[config.mk]
export PLATFORM = sky130hd
export DESIGN_NAME = crc16_command_framer_unit_flat
export DESIGN_NICKNAME = d
export VERILOG_FILES = /design/src/hdl/crcf_pkg.sv /design/src/hdl/crcf_ifs.sv /design/src/hdl/crc16_command_framer_unit.sv /design/src/hdl/crcf_in_reg.sv /design/src/hdl/crcf_crc.sv /design/src/hdl/crcf_tx.sv /design/src/flat_wrapper.sv
export SDC_FILE = /design/constraint.sdc
export NUM_CORES = 1
export LEC_CHECK = 0
export BUFFER_PORTS_ARGS = -buffer_cell sky130_fd_sc_hd__buf_2
export CAP_MARGIN = 20
export CORE_MARGIN = 2
export CORE_UTILIZATION = 52
export CTS_CLUSTER_SIZE = 30
export DETAILED_ROUTE_END_ITERATION = 10
export PLACE_DENSITY = 0.71
export SYNTH_ARGS = -nofsm -noshare
export SYNTH_HDL_FRONTEND = slang
export SYNTH_SLANG_ARGS = --single-unit
[constraint.sdc]
create_clock -name clk -period 3.1 [get_ports clk]
set_input_delay 0.31 -clock clk [delete_from_list [all_inputs] [get_ports clk]]
set_output_delay 0.31 -clock clk [all_outputs]
set_load 0.03 [all_outputs]
[src/hdl/crcf_pkg.sv]
package crcf_pkg;

  localparam logic [7:0] CHAR_CR   = 8'h0D;
  localparam logic [7:0] CHAR_LF   = 8'h0A;
  localparam logic [7:0] CHAR_OPEN = 8'h28;

  // CRC-16 (0x1021) advanced by one nibble: entry i is i times the polynomial
  localparam logic [15:0] NIB_TABLE [16] = '{
    16'h0000, 16'h1021, 16'h2042, 16'h3063, 16'h4084, 16'h50a5, 16'h60c6, 16'h70e7,
    16'h8108, 16'h9129, 16'ha14a, 16'hb16b, 16'hc18c, 16'hd1ad, 16'he1ce, 16'hf1ef
  };

  typedef struct packed {
    logic [7:0] data;
    logic       last;
  } item_t;

  function automatic logic [15:0] crc_nibble(input logic [15:0] crc, input logic [3:0] nib);
    logic [3:0] idx;
    idx = crc[15:12] ^ nib;
    return {crc[11:0], 4'h0} ^ NIB_TABLE[idx];
  endfunction

  function automatic logic [15:0] crc_byte(input logic [15:0] crc, input logic [7:0] b);
    logic [15:0] mid;
    mid = crc_nibble(crc, b[7:4]);
    return crc_nibble(mid, b[3:0]);
  endfunction

  // CRC bytes that look like a delimiter go out bumped by one
  function automatic logic [7:0] escape_byte(input logic [7:0] b);
    if (b == CHAR_OPEN || b == CHAR_CR || b == CHAR_LF) begin
      return b + 8'd1;
    end
    return b;
  endfunction

endpackage

[src/hdl/crcf_ifs.sv]
interface crcf_cmd_if;
  logic       valid;
  logic       ready;
  logic [7:0] data_byte;
  logic       end_of_command;

  modport source (output valid, output data_byte, output end_of_command, input ready);
  modport sink (input valid, input data_byte, input end_of_command, output ready);
endinterface

interface crcf_tx_if;
  logic       valid;
  logic       ready;
  logic [7:0] tx_byte;
  logic       frame_done;

  modport source (output valid, output tx_byte, output frame_done, input ready);
  modport sink (input valid, input tx_byte, input frame_done, output ready);
endinterface

[src/hdl/crc16_command_framer_unit.sv]
// Command framer: every byte on cmd leaves on tx unchanged, one beat per cycle unless tx
// stalls or a trailer is owed, while a CRC-16 (poly 0x1021, init 0, MSB first) runs
// over it. A byte with end_of_command set is followed by three more tx beats: CRC high,
// CRC low (each bumped by one if it equals 0x28, 0x0D or 0x0A) and a CR with frame_done
// set; the CRC then restarts at zero. After a last byte the output sequencer emits the
// trailer before it takes the next staged byte. Data passes from cmd to tx through one
// input register and one output register.
module crc16_command_framer_unit (
  input  logic       clk,
  input  logic       rst,
  crcf_cmd_if.sink   cmd,
  crcf_tx_if.source  tx
);

  logic            stage_valid;
  crcf_pkg::item_t stage;
  logic            take;
  logic [15:0]     crc_full;

  crcf_in_reg u_in_reg (
    .clk         (clk),
    .rst         (rst),
    .cmd         (cmd),
    .take        (take),
    .stage_valid (stage_valid),
    .stage       (stage)
  );

  crcf_crc u_crc (
    .clk      (clk),
    .rst      (rst),
    .take     (take),
    .stage    (stage),
    .crc_full (crc_full)
  );

  crcf_tx u_tx (
    .clk         (clk),
    .rst         (rst),
    .stage_valid (stage_valid),
    .stage       (stage),
    .crc_full    (crc_full),
    .take        (take),
    .tx          (tx)
  );

endmodule

[src/hdl/crcf_in_reg.sv]
module crcf_in_reg (
  input  logic            clk,
  input  logic            rst,
  crcf_cmd_if.sink        cmd,
  input  logic            take,
  output logic            stage_valid,
  output crcf_pkg::item_t stage
);

  assign cmd.ready = !stage_valid || take;

  always_ff @(posedge clk) begin
    if (rst) begin
      stage_valid <= 1'b0;
    end else if (cmd.ready) begin
      stage_valid <= cmd.valid;
    end
    if (cmd.ready && cmd.valid) begin
      stage.data <= cmd.data_byte;
      stage.last <= cmd.end_of_command;
    end
  end

endmodule

[src/hdl/crcf_crc.sv]
module crcf_crc (
  input  logic            clk,
  input  logic            rst,
  input  logic            take,
  input  crcf_pkg::item_t stage,
  output logic [15:0]     crc_full
);

  logic [15:0] running_crc;

  // CRC including the staged byte
  assign crc_full = crcf_pkg::crc_byte(running_crc, stage.data);

  always_ff @(posedge clk) begin
    if (rst) begin
      running_crc <= '0;
    end else if (take) begin
      running_crc <= stage.last ? 16'h0000 : crc_full;
    end
  end

endmodule

[src/hdl/crcf_tx.sv]
module crcf_tx (
  input  logic            clk,
  input  logic            rst,
  input  logic            stage_valid,
  input  crcf_pkg::item_t stage,
  input  logic [15:0]     crc_full,
  output logic            take,
  crcf_tx_if.source       tx
);

  // state names the next trailer beat still owed; ST_DATA means none
  typedef enum logic [1:0] {ST_DATA, ST_HI, ST_LO, ST_CR} state_t;

  state_t     state;
  logic [7:0] crc_hi;
  logic [7:0] crc_lo;
  logic       advance;

  assign advance = !tx.valid || tx.ready;
  assign take    = advance && (state == ST_DATA) && stage_valid;

  always_ff @(posedge clk) begin
    if (rst) begin
      state    <= ST_DATA;
      tx.valid <= 1'b0;
    end else if (advance) begin
      unique case (state)
        ST_DATA: begin
          tx.valid      <= stage_valid;
          tx.tx_byte    <= stage.data;
          tx.frame_done <= 1'b0;
          if (stage_valid && stage.last) begin
            crc_hi <= crcf_pkg::escape_byte(crc_full[15:8]);
            crc_lo <= crcf_pkg::escape_byte(crc_full[7:0]);
            state  <= ST_HI;
          end
        end
        ST_HI: begin
          tx.valid      <= 1'b1;
          tx.tx_byte    <= crc_hi;
          tx.frame_done <= 1'b0;
          state         <= ST_LO;
        end
        ST_LO: begin
          tx.valid      <= 1'b1;
          tx.tx_byte    <= crc_lo;
          tx.frame_done <= 1'b0;
          state         <= ST_CR;
        end
        ST_CR: begin
          tx.valid      <= 1'b1;
          tx.tx_byte    <= crcf_pkg::CHAR_CR;
          tx.frame_done <= 1'b1;
          state         <= ST_DATA;
        end
        default: begin
          state <= ST_DATA;
        end
      endcase
    end
  end

endmodule

[src/flat_wrapper.sv]
// flat-port wrapper written by rule: the top's interface ports become plain ports
module crc16_command_framer_unit_flat 
  (clk, rst, cmd_valid, cmd_data_byte, cmd_end_of_command, cmd_ready, tx_valid, tx_tx_byte, tx_frame_done, tx_ready);
  crcf_cmd_if cmd_i ();
  crcf_tx_if tx_i ();
  input  logic clk;
  input  logic rst;
  input wire logic [$bits(cmd_i.valid)-1:0] cmd_valid;
  input wire logic [$bits(cmd_i.data_byte)-1:0] cmd_data_byte;
  input wire logic [$bits(cmd_i.end_of_command)-1:0] cmd_end_of_command;
  output wire logic [$bits(cmd_i.ready)-1:0] cmd_ready;
  output wire logic [$bits(tx_i.valid)-1:0] tx_valid;
  output wire logic [$bits(tx_i.tx_byte)-1:0] tx_tx_byte;
  output wire logic [$bits(tx_i.frame_done)-1:0] tx_frame_done;
  input wire logic [$bits(tx_i.ready)-1:0] tx_ready;
  assign cmd_i.valid = cmd_valid;
  assign cmd_i.data_byte = cmd_data_byte;
  assign cmd_i.end_of_command = cmd_end_of_command;
  assign cmd_ready = cmd_i.ready;
  assign tx_valid = tx_i.valid;
  assign tx_tx_byte = tx_i.tx_byte;
  assign tx_frame_done = tx_i.frame_done;
  assign tx_i.ready = tx_ready;
  crc16_command_framer_unit u_core (.clk(clk), .rst(rst), .cmd(cmd_i), .tx(tx_i));
endmodule
==> flow_metrics.env <==
export IMPL_clock_sinks=54
export IMPL_min_period_ns=2.417
export IMPL_coreArea_mm2=0.004414
export IMPL_pin_count=24
export IMPL_cp_max_fo=4
export IMPL_synth_nets=203
export IMPL_r2r_end="u_core.u_tx.crc_hi[0]"
export IMPL_irDropWorstVdd_mv=0.3532
export IMPL_syn_to_final_growth_pct=11.78
export IMPL_gp_congestion=0.9280
export IMPL_drt_iter0_markers=118
export IMPL_routedWlPerCell_um=17.23
export IMPL_grt_pass1_wl_mm=7.224
export IMPL_yosysWarnings=0
export IMPL_routed_wl_mm=4.565
export IMPL_drive_gt1_frac=0.2254
export IMPL_die_y_um=72.10
export IMPL_slew_violations=0
export IMPL_fillers=364
export IMPL_min_to="u_core.u_in_reg.stage[3]"
export IMPL_grt_pass1_vias=1421
export IMPL_initial_core_util=0.5462
export IMPL_postCtsSetupBuffers=0
export IMPL_power_leakage_uw=0.001020
export IMPL_drt_pass1_iterations=4
export IMPL_outcome="completed"
export IMPL_antenna_cells=0
export IMPL_finalCritPeriodShare=0.7798
export IMPL_grt_overflow=0
export IMPL_rsz0062_at_grt="no"
export IMPL_end_kind="flip-flop"
export IMPL_cts_hold_fix_buffers=0
export IMPL_cts_made_buffers=5
export IMPL_post_cts_resized=0
export IMPL_fin_ws_ns=0.6828
export IMPL_syn_instance_count=186
export IMPL_final_cell_mix="edfxtp_1, nor2_1, buf_2"
export IMPL_vias=1491
export IMPL_ys_types=35
export IMPL_vias_per_cell=5.626
export IMPL_crit_type="flip-flop to flip-flop"
export IMPL_clk_root_buffer_cell="clkbuf_8"
export IMPL_fmax_mhz=413.7
export IMPL_crit_required_ns=3.13
export IMPL_hold_viol=0
export IMPL_cts_tree="yes"
export IMPL_synth_top_cell_area_share=0.4235
export IMPL_reg2reg_from="u_core.u_in_reg.stage[8]"
export IMPL_path_cells="xnor2_1 -> xor3_1 -> or4_4 -> o31ai_2 -> a2bb2oi_1"
export IMPL_critPathSlowestCell="edfxtp_1"
export IMPL_portBuffers=23
export IMPL_startpoint_type="flip-flop"
export IMPL_min_path_cells=1
export IMPL_finClkSkew_ns=0.004309
export IMPL_final_common_cell="edfxtp_1"
export IMPL_fin_tns_setup_ns=0
export IMPL_ys_ff_latch=54
export IMPL_relSlewSlack=0.5368
export IMPL_r2r_cells=5
export IMPL_holdWs_ns=0.1761
export IMPL_finalSetupViolCount=0
export IMPL_synth_area_mm2=0.002411
export IMPL_drc=0
export IMPL_nets=229
export IMPL_clk_latency_ns=0.30
export IMPL_antenna_left=0
export IMPL_die_area_mm2=0.005198
export IMPL_synth_area_top_cells="edfxtp_1, dfxtp_1, a22oi_1, xnor2_1, nor2_1"
export IMPL_grt_usage=0.1874
export IMPL_clk_path_buf_depth=2
export IMPL_placementRows=24
export IMPL_synth_top_cell_by_area="edfxtp_1"
export IMPL_dp_worst_setup_slack_ns=0.7470
export IMPL_max_cap_violations=0
export IMPL_ys_seq_area_frac=0.5895
export IMPL_power_density_mw_per_mm2=818.7
export IMPL_critPathArrivalTime_ns=2.45
export IMPL_cp_startpoint="u_core.u_in_reg.stage[8]"
export IMPL_htreeDepth=2
export IMPL_worst_pin_slew_ns=0.6923
export IMPL_antenna_found_initial=0
export IMPL_place_hpwl_mm=3.282
export IMPL_clk_pin_slew_ns=0.09
export IMPL_min_delay_start="cmd_data_byte[2]"
export IMPL_avgSynthCellArea_um2=12.96
export IMPL_grt_max_degree=23
export IMPL_hold_path_class="input port to flip-flop"
export IMPL_cpPeakStageDelay_ns=0.46
export IMPL_die_x_um=72.10
export IMPL_rrSetupSlack_ns=0.68
## layer usage
| metal | wire, um | global-route usage |
|---|---|---|
| met1 | 2024 | 0.2620 |
| met5 | 0 | 0 |
| met2 | 2256 | 0.2997 |
| met3 | 256 | 0.03472 |
| met4 | 27 | 0.05660 |
## cells in the mapped netlist (all sizes together)
cell type / count
a2bb2oi: 1
nor3b: 1
nor2: 26
nor2b: 1
o21ai: 5
nand2b: 1
a22oi: 19
a21oi: 4
mux2i: 1
edfxtp: 34
nor4: 1
xor2: 2
xnor3: 3
and2: 1
o31ai: 1
clkbuf: 8
o22a: 2
buf: 1
nor3: 4
inv: 5
ha: 4
nand3: 1
mux2: 3
a221o: 3
o41ai: 1
xnor2: 17
xor3: 3
a31o: 1
dfxtp: 20
nand2: 10
or3: 1
or4: 1
## where the power goes
| group | internal (uW) | switching, uW |
|---|---|---|
| logic | 339 | 489 |
| clock network | 180 | 220 |
| registers | 917 | 61.8 |
## registers in the layout (all words and copies together), names as in the netlist
register and count:
u_core.u_tx.crc_hi 8, u_core.u_in_reg.stage_valid 1, u_core.u_tx.state 2, u_core.u_tx.crc_lo 8, u_core.u_tx.tx.valid 1, u_core.u_tx.tx.tx_byte 8, u_core.u_tx.tx.frame_done 1, u_core.u_crc.running_crc 16
u_core.u_in_reg.stage 9
## logic make-up after synthesis
logic type                 after synthesis  synth area share
buffers and inverters                   14           0.02180
and+or+nand+nor                         48           0.08719
adders and majority gates                4           0.02076
muxes                                    4           0.01816
DFF                                     54            0.5895
AOI/OAI and AO/OA                       37            0.1137
xor gates and xnor gates                25            0.1489
## cell type report
cell class	count	area, um^2	share of cell area
Clock buffer	6	82.58	0.03064
Multi-Input combinational cell	118	942.2	0.3496
Sequential cell	54	1421	0.5274
Inverter	5	18.77	0.006964
Timing Repair Buffer	28	152.6	0.05664
Clock inverter	2	12.51	0.004643
Tap cell	52	65.06	0.02414
## worst max-delay path, delay by kind of cell (launching register included)
family           cells  cell delay, ns
flip-flops           1            0.46
XOR/XNOR             2            0.90
AND/OR/NAND/NOR      1            0.46
AO/OA/AOI/OAI        2            0.33
## worst max path at each step
| stage | endpoint | slack [ns] | cells after the start |
|---|---|---|---|
| finish | u_core.u_tx.crc_hi[0] | 0.68 | 5 |
| global route | u_core.u_tx.crc_hi[0] | 0.60 | 5 |
| CTS | u_core.u_tx.crc_hi[0] | 0.69 | 5 |
| detailed placement | u_core.u_tx.crc_hi[0] | 0.75 | 5 |
| global placement | u_core.u_tx.crc_hi[0] | 0.84 | 5 |
| floorplan | u_core.u_tx.crc_hi[0] | 0.12 | 7 |
## metrics by stage
| step | utilization | area [um^2] | total power, uW | std cells |
|---|---|---|---|---|
| 6_report | 0.6105 | 2695 | 2207 | 265 |
| 5_1_grt | 0.6105 | 2695 | 2328 | 265 |
| 4_1_cts | 0.6105 | 2695 | 2216 | 265 |
| 3_5_place_dp | 0.5890 | 2600 | 1819 | 257 |
| 3_3_place_gp | 0.5890 | 2600 | 1805 | 257 |
| 2_1_floorplan | - | 2411 | 1612 | 186 |
Power figures use the tool's default switching activity.
